--- src/design/assert_macros.svh ---
// Assertion helpers included by the solver unit.
`ifndef ASSERT_MACROS_SVH
`define ASSERT_MACROS_SVH

// Implication checked on every clock edge outside reset.
`define ASSERT_IMPL(label, clk, rst_n, ante, cons, msg) \
    label: assert property (@(posedge clk) disable iff (!rst_n) (ante) |-> (cons)) \
        else $error(msg);

// Next-cycle implication checked outside reset.
`define ASSERT_NEXT(label, clk, rst_n, ante, cons, msg) \
    label: assert property (@(posedge clk) disable iff (!rst_n) (ante) |=> (cons)) \
        else $error(msg);

`endif

--- src/design/tdma_pkg.sv ---
package tdma_pkg;
    localparam int MAX_CELLS_DEF = 64;
    localparam int FRAC_BITS_DEF = 16;
    localparam int W = 32;
    localparam logic signed [W-1:0] S32_MAX = 32'sh7FFF_FFFF;
    localparam logic signed [W-1:0] S32_MIN = 32'sh8000_0000;

    typedef struct packed {
        logic start;
        logic busy;
    } t_div_ctl;

    // Saturate a 66 bit signed value to 32 bits; flag reports clipping.
    function automatic logic [W:0] sat32(input logic signed [65:0] v);
        logic [W:0] r;
        if (v > 66'(signed'(S32_MAX))) r = {1'b1, S32_MAX};
        else if (v < 66'(signed'(S32_MIN))) r = {1'b1, S32_MIN};
        else r = {1'b0, v[W-1:0]};
        return r;
    endfunction
endpackage

--- src/design/tdma_div.sv ---
// Restoring divider on magnitudes, one quotient bit per cycle.
module tdma_div
    import tdma_pkg::*;
#(
    parameter int FRAC_BITS = FRAC_BITS_DEF
) (
    input  logic                 i_clk,
    input  logic                 i_rst_n,
    input  t_div_ctl             i_ctl,
    input  logic signed [W-1:0]  i_num,
    input  logic signed [W-1:0]  i_den,
    output logic                 o_done,
    output logic signed [W-1:0]  o_quo,
    output logic                 o_sat
);
    localparam int NB = W + FRAC_BITS;
    localparam int CW = $clog2(NB + 1);

    logic [NB-1:0] r_dvd, n_dvd;
    logic [W:0]    r_rem, n_rem;
    logic [W:0]    r_dsr;
    logic          r_neg;
    logic [CW-1:0] r_cnt;
    logic          r_run;
    logic [W+1:0]  w_trial;
    logic [W:0]    w_shift;
    logic [NB:0]   w_mag;
    logic signed [65:0] w_sq;
    logic [W:0]    w_st;

    always_comb begin
        w_shift = {r_rem[W-1:0], r_dvd[NB-1]};
        w_trial = {1'b0, w_shift} - {1'b0, r_dsr};
        n_dvd = {r_dvd[NB-2:0], ~w_trial[W+1]};
        n_rem = w_trial[W+1] ? w_shift : w_trial[W:0];
    end

    always_ff @(posedge i_clk) begin
        if (!i_rst_n) begin
            r_run <= 1'b0;
            r_cnt <= '0;
        end else if (i_ctl.start) begin
            r_run <= 1'b1;
            r_cnt <= CW'(NB);
        end else if (r_run) begin
            r_cnt <= r_cnt - 1'b1;
            if (r_cnt == CW'(1)) r_run <= 1'b0;
        end
    end

    always_ff @(posedge i_clk) begin
        if (i_ctl.start) begin
            r_dvd <= NB'({(W+1)'(i_num[W-1] ? -{i_num[W-1], i_num} : {i_num[W-1], i_num})})
                     << FRAC_BITS;
            r_dsr <= i_den[W-1] ? -{i_den[W-1], i_den} : {i_den[W-1], i_den};
            r_neg <= i_num[W-1] ^ i_den[W-1];
            r_rem <= '0;
        end else if (r_run) begin
            r_dvd <= n_dvd;
            r_rem <= n_rem;
        end
    end

    assign o_done = r_run && (r_cnt == CW'(1));
    always_comb begin
        w_mag = {1'b0, n_dvd};
        w_sq = r_neg ? -66'(w_mag) : 66'(w_mag);
        w_st = sat32(w_sq);
        o_quo = w_st[W-1:0];
        o_sat = w_st[W];
    end
endmodule
--- config.mk ---
export PLATFORM = sky130hd
export DESIGN_NAME = tdma_div
export DESIGN_NICKNAME = d
export VERILOG_FILES = /design/src/design/assert_macros.svh /design/src/design/tdma_pkg.sv /design/src/design/tdma_div.sv
export SDC_FILE = /design/constraint.sdc
export NUM_CORES = 1
export LEC_CHECK = 0
export ABC_AREA = 1
export BUFFER_PORTS_ARGS = -buffer_cell sky130_fd_sc_hd__buf_4
export CAP_MARGIN = 20
export CORE_ASPECT_RATIO = 0.9
export CORE_UTILIZATION = 45
export CTS_CLUSTER_SIZE = 12
export DETAILED_ROUTE_END_ITERATION = 6
export PLACE_DENSITY = 0.72
export SYNTH_ARGS = -nofsm -noshare
export SYNTH_HDL_FRONTEND = slang
export SYNTH_SLANG_ARGS = --single-unit
--- constraint.sdc ---
create_clock -name i_clk -period 11.2 [get_ports i_clk]
set_input_delay 1.68 -clock i_clk [delete_from_list [all_inputs] [get_ports i_clk]]
set_output_delay 1.68 -clock i_clk [all_outputs]
set_load 0.05 [all_outputs]
==> metrics, run 1 <==
status finished, final reports clean; initial antenna violation count 0; Die W 161 um; Final Critical Period 7200 ps; clk_lat worst skew between 400 and 500 ps; Resize count post-CTS 0; Die Area 23300 um2; largest net degree at the start of global routing between 50 and 60; Setup-failing EPs final 0; Max-Cap Viols 0; Diodes inserted 0; Detailed Route WL 28200 um; EDFF count, synth 66; warnings from Yosys 0; most frequent cell after synthesis nand2_1; worst relative slew slack between 40% and 50%; skew final 9.25 ps; layout cells sized above 1 between 10% and 20%; Residual DRC 0; Buffers on Ports 100; postcts setup bufs 0; Critical Path RT roughly 9500 ps; RSZ-0062 raised after global routing false; Least-Margin Pin Slew 771 ps; final estimated routing congestion in global placement 0.964; Power per Cell Area ~120 nW/um2; number of fill cells about 2100; Reg clk slew, reported paths approximately 60 ps; layout net count 1639; Hold Path Class flop to flop; Clock Path Buffers 2; ranking of synthesized cells by area edfxtp_1, dfxtp_1, nand2_1; Mapped Area 10200 um2; Yosys cell types 60; DP Cell Count 1804; Worst Setup End Kind output port; leakage power 5.29 nW; Die Ht 145 um; Seq cells post-synth 121; CP max FO 57; Mapped Cells roughly 1500; Starting Density 46.5%; Final Total Pwr about 1.5 mW; final std cells w/o fill 1836; Post-synth ARST share 0%; Max Transition Viols Final 0; Worst Path Arrival approximately 5500 ps; first-pass iteration count of the detailed router 7; Post-DP HPWL about 21000 um; area leader, netlist edfxtp_1; CTS tree yes; Top FF cell, synth edfxtp_1; DR vias around 9800; vias in the first global route 9121; Fin. Hold Viols 0; Mapped Nets 1557; Iter 0 DRT Violations approximately 900; CP Class flop to output port; Placed Area 11100 um2; Final TNS setup 0 ps; Max Fclk around 140 MHz; IR Drop Worst-Case VDD 0.0873 mV; CTS buffer count 17; synthesis-to-layout area growth 14.7%; number of nets with antenna violations after routing 0; Vias/cell 5.36; root buffer cell clkbuf_16; IO Pins ~100; final instance area 11700 um2; Core ar. approximately 22000 um2; Post-CTS Hold Buffers 0; htree depth 4; Rows 51; Tot GR Track Use approximately a quarter; Post-synth top cells nand2_1, inv_1, nor2_1; Seq/Total Area, Yosys 30.2%; CTS sink cnt around 120; syn avg cell area 7.04 um2; grt ovf 0; DR WL/cell about 15 um; Synth top area share 19.4%; first-pass GRT wire length 45600 um; Worst setup SP type flop; Period Utilization, post-route 64.3%
## cell families after synthesis
logic type      share of synthesized area, %
simple gates                            32.1
compound gates                          15.0
buf+inv                                 10.4
flops                                   30.2
xor+xnor                                7.47
fa+ha+maj                               4.86
other cells                           0.0368
## placed cells by master (no fill, tap or decap), types with 3 or more instances in the layout
master,n
or2_2,3
nor3b_1,3
and3_1,4
nand2_2,66
nand3_1,69
inv_2,13
o21ai_1,8
a32o_1,7
a21oi_1,69
clkinv_2,4
a21o_1,4
edfxtp_1,66
nor2_2,15
o22ai_1,44
nor2_1,151
xor2_1,58
buf_4,106
o21bai_1,6
nand2_4,6
a21boi_0,5
nand3_2,4
dfxtp_1,55
o221ai_1,4
nand3b_1,7
nor3_1,31
bufinv_16,3
nor4_1,5
nand2_1,287
xnor2_1,29
ha_1,38
nand4_1,26
o211ai_1,8
a31oi_1,6
nor2_4,4
clkbuf_16,17
nor3_2,4
o21ai_0,74
o31ai_1,7
inv_1,194
clkinvlp_4,4
## worst max-delay path: stages, from the launching register on
cell      delay, ps
edfxtp_1        370
inv_1            70
ha_1            270
a21oi_1         220
nand2_1         110
nand2_1          90
nand2_2          90
a21oi_4         290
nand2_4         400
inv_4           390
ha_1            380
nand2_2         150
nor2_4          200
nand4_2         120
nor2_2          210
nand2_1         100
nand2_1          90
o21ai_1         100
xor2_1          220
nand3_1         110
nor2_1          110
nand3_1         150
nand2_4         430
nand2_1         110
nand2_1          80
buf_4           210
## power breakdown
part | total (mW) | internal, mW | switching, mW | leakage, nW
clock | 0.575 | 0.360 | 0.215 | 0.288
combinational | 0.358 | 0.115 | 0.243 | 3.89
sequential | 0.520 | 0.502 | 0.0182 | 1.11
total | 1.45 | 0.977 | 0.476 | 5.29
## metrics by stage
step | setup slack (ps) | util (%) | hold WS, ps
final | 4000 | 53.3 | 477
after floorplan | 5810 | - | 432
after detailed placement | 4520 | 50.6 | 466
after CTS | 4020 | 53.3 | 477
after global routing | 3570 | 53.3 | 506
after global placement | 4580 | 50.6 | 447
## routing by layer
metal	global-route usage (%)	vias up	wire length (um)
met5	0	-	0
met2	39.6	319	12500
met4	6.11	0	358
met1	34.7	4504	13800
met3	4.10	37	1610
li1	-	4977	-
## path summary, 6_finish.rpt
check             from  slack [ps]  depth (start not counted)         to
max          r_dsr[20]        4000                         25   o_quo[1]
min          r_rem[24]         480                          2  r_rem[24]
max reg2reg  r_dvd[47]        7960                         12  r_rem[24]
min reg2reg  r_rem[24]         480                          2  r_rem[24]
## cell type report
cell class,count,area [um2],area share (%)
inverters,210,791,6.76
multi-input cells,1076,6060,51.8
well taps,291,364,3.11
repair buffers,106,796,6.80
clock buffers,20,457,3.90
flip-flops and latches,121,3080,26.3
clock inverters,12,149,1.27
## registers in the layout, indices dropped and copies added, names as in the netlist
name,flops
r_cnt,6
r_dsr,33
r_dvd,48
r_neg,1
r_rem,32
r_run,1
Note: power is estimated with default switching activity, not from simulation.
==> run 2: changes to the inputs <==
--- a/config.mk
+++ b/config.mk
@@ -12,7 +12,7 @@
 export CORE_UTILIZATION = 45
 export CTS_CLUSTER_SIZE = 12
 export DETAILED_ROUTE_END_ITERATION = 6
-export PLACE_DENSITY = 0.72
+export PLACE_DENSITY = 0.74
 export SYNTH_ARGS = -nofsm -noshare
 export SYNTH_HDL_FRONTEND = slang
 export SYNTH_SLANG_ARGS = --single-unit
==> constraint.sdc (replaced) <==
create_clock -name i_clk -period 6.6 [get_ports i_clk]
set_input_delay 0.99 -clock i_clk [delete_from_list [all_inputs] [get_ports i_clk]]
set_output_delay 0.99 -clock i_clk [all_outputs]
set_load 0.05 [all_outputs]
==> run 2 against run 1 <==
  * Non-clock buffer count increased by 1
  * Sequential share of layout area about the same
  * Count of clock-buffer cells in the layout increased by 7
  * Critical endpoint unchanged
  * Largest power group unchanged
  * Clock power increased by 60%
  * Wire length decreased by 1.4%
==> metrics, run 2 (synthesis gave the netlist of run 1 again) <==
CTS sink cnt 121; final std cells w/o fill 1837; Post-CTS Hold Buffers 0; Worst Setup End Kind output port; first-pass iteration count of the detailed router 5; Worst setup SP type flop; Final Critical Period 5980 ps; worst setup margin 617 ps; number of flip-flops in the largest register between 40 and 50; final instance area 11700 um2; Placed Area about 11000 um2; Core ar. 22000 um2; Starting Density 46.5%; clk_lat worst skew 430 ps; Top Registers r_dvd: 48 flops, r_dsr: 33 flops, r_rem: 32 flops; grt ovf 0; RSZ-0062 raised after global routing false; Max-Cap Viols 0; first-pass GRT wire length 45300 um; Detailed Route WL 27800 um; root buffer cell clkbuf_16; Post-DP HPWL 21000 um; WHS Path Cells 2; critical path's slowest cell nand2_4; Clock Path Buffers 2; layout cells sized above 1 17.1%; Period Utilization, post-route 90.6%; htree depth 4; Setup-failing EPs final 0; CP max FO 32; initial antenna violation count 0; Hold Path Class flop to flop; leakage power 5.30 nW; Least-Margin Pin Slew 990 ps; Fin. Hold Viols 0; IR Drop Worst-Case VDD roughly 0.18 mV; Rows 51; Reg clk slew, reported paths roughly 60 ps; CP Class flop to output port; Worst Path Arrival about 5000 ps; Die Area between 20000 and 25000 um2; DR vias approximately 10000; Power per Cell Area slightly above 200 nW/um2; Die Ht 145 um; Max Fclk 167 MHz; number of nets with antenna violations after routing 0; worst relative slew slack 33.6%; Final Total Pwr 2.41 mW; final estimated routing congestion in global placement 0.926; largest net degree at the start of global routing 60; vias in the first global route 8974; worst hold slack 465 ps; Tot GR Track Use roughly a quarter; DP Cell Count between 1500 and 2000; status finished, final reports clean; Iter 0 DRT Violations 831; commonest non-fill, non-tap cell in the layout nand2_1; Worst Reg2Reg Path Length in Cells 12; final core utilization a little over half; Diodes inserted 0; most frequent cells in the layout nand2_1, inv_1, nor2_1; Resize count post-CTS 0; skew final ~14 ps; Die W 161 um; CTS buffer count 17; DR WL/cell between 15 and 20 um; Max Transition Viols Final 0; crit-path most repeated cell nand2_1; Final TNS setup 0 ps; Most flops, register r_dvd; Buffers on Ports 100; Critical Path RT 5610 ps; post-place setup slack 1080 ps; IO Pins 102; synthesis-to-layout area growth 14.6%; Vias/cell about 5.4; postcts setup bufs 0; worst stage delay on the critical path approximately 420 ps; Residual DRC 0; layout net count around 1600; CTS tree yes
-- run 2: layer usage --
layer,track usage [%],share of wire (%),up-vias
met1,34.0,48,4544
met4,7.15,1.5,0
li1,-,-,4967
met3,4.62,6.4,29
met5,0,0,-
met2,38.7,44,295
-- run 2: power breakdown --
part	total (mW)	switching (mW)	internal, mW
Sequential	0.886	0.0339	0.852
Clock	0.920	0.343	0.576
Combinational	0.603	0.407	0.196
Total	2.41	0.784	1.62
-- run 2: path summary, 6_finish.rpt --
path / slack (ps) / from / end
worst max register to register: 3310 / r_dvd[47] / r_rem[24]
worst min register to register: 470 / r_rem[31] / r_rem[31]
worst min-delay path: 470 / r_rem[31] / r_rem[31]
worst max-delay path: 620 / r_dsr[4] / o_quo[1]
-- run 2: worst max-delay path, delay by kind of cell (launching register included) --
kind | cells | cell delay, ps
AOI/OAI and AO/OA | 1 | 220
and+or+nand+nor | 23 | 2780
adders and majority gates | 2 | 680
buffers and inverters | 3 | 510
DFF | 1 | 350
-- run 2: final cells by class --
type / instances / area [um2]
Multi-Input combinational cell: 1076 / 6060
Timing Repair Buffer: 107 / 803
Tap cell: 291 / 364
Fill cell: 2178 / 10300
Inverter: 210 / 791
Clock buffer: 27 / 557
Sequential cell: 121 / 3080
Clock inverter: 5 / 28.8
==> run 3: changes to the inputs <==
--- a/config.mk
+++ b/config.mk
@@ -5,14 +5,13 @@
 export SDC_FILE = /design/constraint.sdc
 export NUM_CORES = 1
 export LEC_CHECK = 0
-export ABC_AREA = 1
 export BUFFER_PORTS_ARGS = -buffer_cell sky130_fd_sc_hd__buf_4
 export CAP_MARGIN = 20
 export CORE_ASPECT_RATIO = 0.9
 export CORE_UTILIZATION = 45
 export CTS_CLUSTER_SIZE = 12
 export DETAILED_ROUTE_END_ITERATION = 6
-export PLACE_DENSITY = 0.74
+export PLACE_DENSITY = 0.65
 export SYNTH_ARGS = -nofsm -noshare
 export SYNTH_HDL_FRONTEND = slang
 export SYNTH_SLANG_ARGS = --single-unit
==> run 3 against run 2 <==
  * Worst hold slack better by 34 ps
  * Utilization rose by 1.8 points
  * Wire length decreased by 18%
  * Cell area decreased by 5.5%
  * Combinational power rose by 24%
  * Global-route usage is 2.3 points lower
  * Clock power increased by 3.6%
  * Via count fell by 19%
  * Flip-flop and latch count unchanged
  * Total power is 9.1% higher
  * Sequential share of layout area up 1.5 points
  * The run now ends with DRC left
  * First-iteration DRC count is 20% lower
==> metrics, run 3 <==
DR WL/cell roughly 16 um; Vias/cell 5.69; largest family of logic cells by synthesized area compound AO/OA/AOI/OAI gates; CTS sink cnt 121; Die Area approximately 21000 um2; Worst Setup End Kind output port; Top FF cell, synth edfxtp_1; post-synthesis compound-gate area fraction between 20% and 30%; Post-synth ARST share 0%; Rows between 40 and 50; most frequent cells in the layout buf_4, nand2_1, xnor2_1; DR vias between 7000 and 8000; EDFF count, synth 66; Least-Margin Pin Slew 795 ps; Reg clk slew, reported paths about 60 ps; Post-DP HPWL 15500 um; Max Fclk 158 MHz; number of nets with antenna violations after routing 0; Setup-failing EPs final 0; Detailed Route WL around 23000 um; RSZ-0062 raised after global routing true; area leader, netlist edfxtp_1; final estimated routing congestion in global placement 0.845; CTS buffer count 17; grt ovf 0; worst hold slack 499 ps; first-pass GRT wire length around 37000 um; worst setup margin 277 ps; Buffers on Ports 100; final instance area between 10000 and 15000 um2; critical path's slowest cell o41ai_4; Top Registers r_dvd: 48 flops, r_dsr: 33 flops, r_rem: 32 flops; Critical Path RT between 5000 and 6000 ps; vias in the first global route about 7400; R2R setup slack 3200 ps; CP max FO 8; post-place setup slack 106 ps; initial antenna violation count 0; Core ar. 20000 um2; IR Drop Worst-Case VDD 0.154 mV; Residual DRC 10; CP Cell Sequence inv_1 > ha_1 > nor2b_4 > o31ai_4 > a21oi_4 > a221oi_2 > nand2_1 > inv_2 > ha_4 > or3b_4 > nor4_4 > buf_4 > nand3_4 > nor3_4 > nand2b_1 > a211oi_2 > a31oi_1 > nor4_1 > nand2_1 > o41ai_4 > buf_4 > clkbuf_16 > o21ai_2 > buf_6; Hold Path Class flop to flop; Diodes inserted 0; Fin. Hold Viols 0; Die Ht ~140 um; Seq/Total Area, Yosys between 30% and 40%; CTS tree yes; most frequent cell after synthesis nand2_1; Final Critical Period 6320 ps; Final TNS setup 0 ps; Clock Path Buffers 2; violated checks DRC; root buffer cell clkbuf_16; number of flip-flops in the largest register 48; worst relative slew slack 46.5%; syn avg cell area 8.77 um2; Yosys cell types 75; IO Pins 102; layout net count 1240; Power per Cell Area 238 nW/um2; synthesis-to-layout area growth 19.9%; Tot GR Track Use 22.2%; warnings from Yosys 0; adder-cell area share of the yosys netlist under 10%; status finished, violations left; Die W about 150 um; simple logic cell fraction of the synthesized area 18.1%; skew final 9.63 ps; Mapped Cells 1050; Seq cells post-synth roughly 120; Max-Cap Viols 0; Post-CTS Hold Buffers 0; Mapped Nets 1157; mux cell area share after synthesis 2.76%; htree depth 4; largest net degree at the start of global routing 60; Placed Area 10100 um2; xor/xnor share of the synthesized area between 10% and 20%; commonest non-fill, non-tap cell in the layout buf_4; CP Class flop to output port; first-pass iteration count of the detailed router 7; Period Utilization, post-route 95.8%; Post-synth top cells nand2_1, o21ai_0, xnor2_1; Worst Path Arrival 5330 ps; final core utilization approximately 55%; worst stage delay on the critical path 420 ps; Iter 0 DRT Violations approximately 660; Worst setup SP type flop; clk_lat worst skew between 400 and 500 ps; leakage power around 4.4 nW; Max Transition Viols Final 0; ranking of synthesized cells by area edfxtp_1, dfxtp_1, xnor2_1; Mapped Area 9210 um2; layout cells sized above 1 20.0%; Starting Density 45.9%; Synth top area share 21.5%; Most flops, register r_dvd
[run 3: cell count changes after synthesis, sizes merged, moves of 18 or more]
cell   change
nand2    -262
inv      -150
nor2      -98
nand3     -52
xnor2     +48
o22ai     -44
a21oi     -43
a22o      +34
o21ai     +29
o31ai     +27
mux2i     +22
or3       +22
o41ai     +19
nand4     -18
[run 3: metal layers]
layer | part of all wire, % | GRT usage, %
met5 | 0 | 0
met4 | 0.90 | 6.00
met3 | 5.6 | 4.18
met2 | 45 | 35.6
met1 | 48 | 30.7
[run 3: path summary, 6_finish.rpt]
path	from	depth (start not counted)	to
hold / removal	r_cnt[1]	2	r_cnt[1]
hold reg to reg	r_cnt[1]	2	r_cnt[1]
setup reg to reg	r_dsr[1]	13	r_rem[29]
setup / recovery	r_dsr[1]	24	o_quo[20]
[run 3: worst max-delay path: cells and delay by family (launching register included)]
| family | cells | cell delay [ps] |
|---|---|---|
| AOI/OAI and AO/OA | 7 | 1450 |
| adders and majority gates | 2 | 350 |
| buffers and inverters | 6 | 950 |
| DFF | 1 | 410 |
| and+or+nand+nor | 9 | 1740 |
[run 3: report_power, final]
group / internal [mW] / total [mW] / leakage [nW] / switching [mW]
Sequential: 0.865 / 0.927 / 1.12 / 0.0612
Clock: 0.590 / 0.953 / 0.304 / 0.363
Combinational: 0.302 / 0.747 / 2.93 / 0.446
[run 3: repair_timing]
| item | CTS | global route |
|---|---|---|
| setup endpoints to repair | 32 | 32 |
| resized for setup | 6 | 38 |
| setup buffers | 3 | 5 |
| hold endpoints to repair | 0 | 0 |
| pin swaps | 4 | 8 |
| cloned | 3 | 1 |
[run 3: layout make-up]
cell class	count	area (um2)
fill	1795	9000
multi-input combinational	814	5810
sequential	121	3080
timing repair buffer	121	1000
clock buffer	21	504
tap	255	319
inverter	58	218
clock inverter	11	105
[run 3: through the flow]
step / std cells / power, mW
after CTS: 1395 / 2.61
after detailed placement: 1357 / 1.64
after global placement: 1357 / 1.63
final: 1401 / 2.63
after floorplan: 1050 / 1.45
after global routing: 1401 / 2.76
[run 3: cells by family (layout without fill, tap and decap cells)]
group | Yosys count | after routing
buffers and inverters | 116 | 211
adders and majority gates | 39 | 39
other | 1 | 1
xor gates and xnor gates | 119 | 119
muxes | 25 | 25
and+or+nand+nor | 324 | 325
DFF | 121 | 121
AOI/OAI and AO/OA | 305 | 305
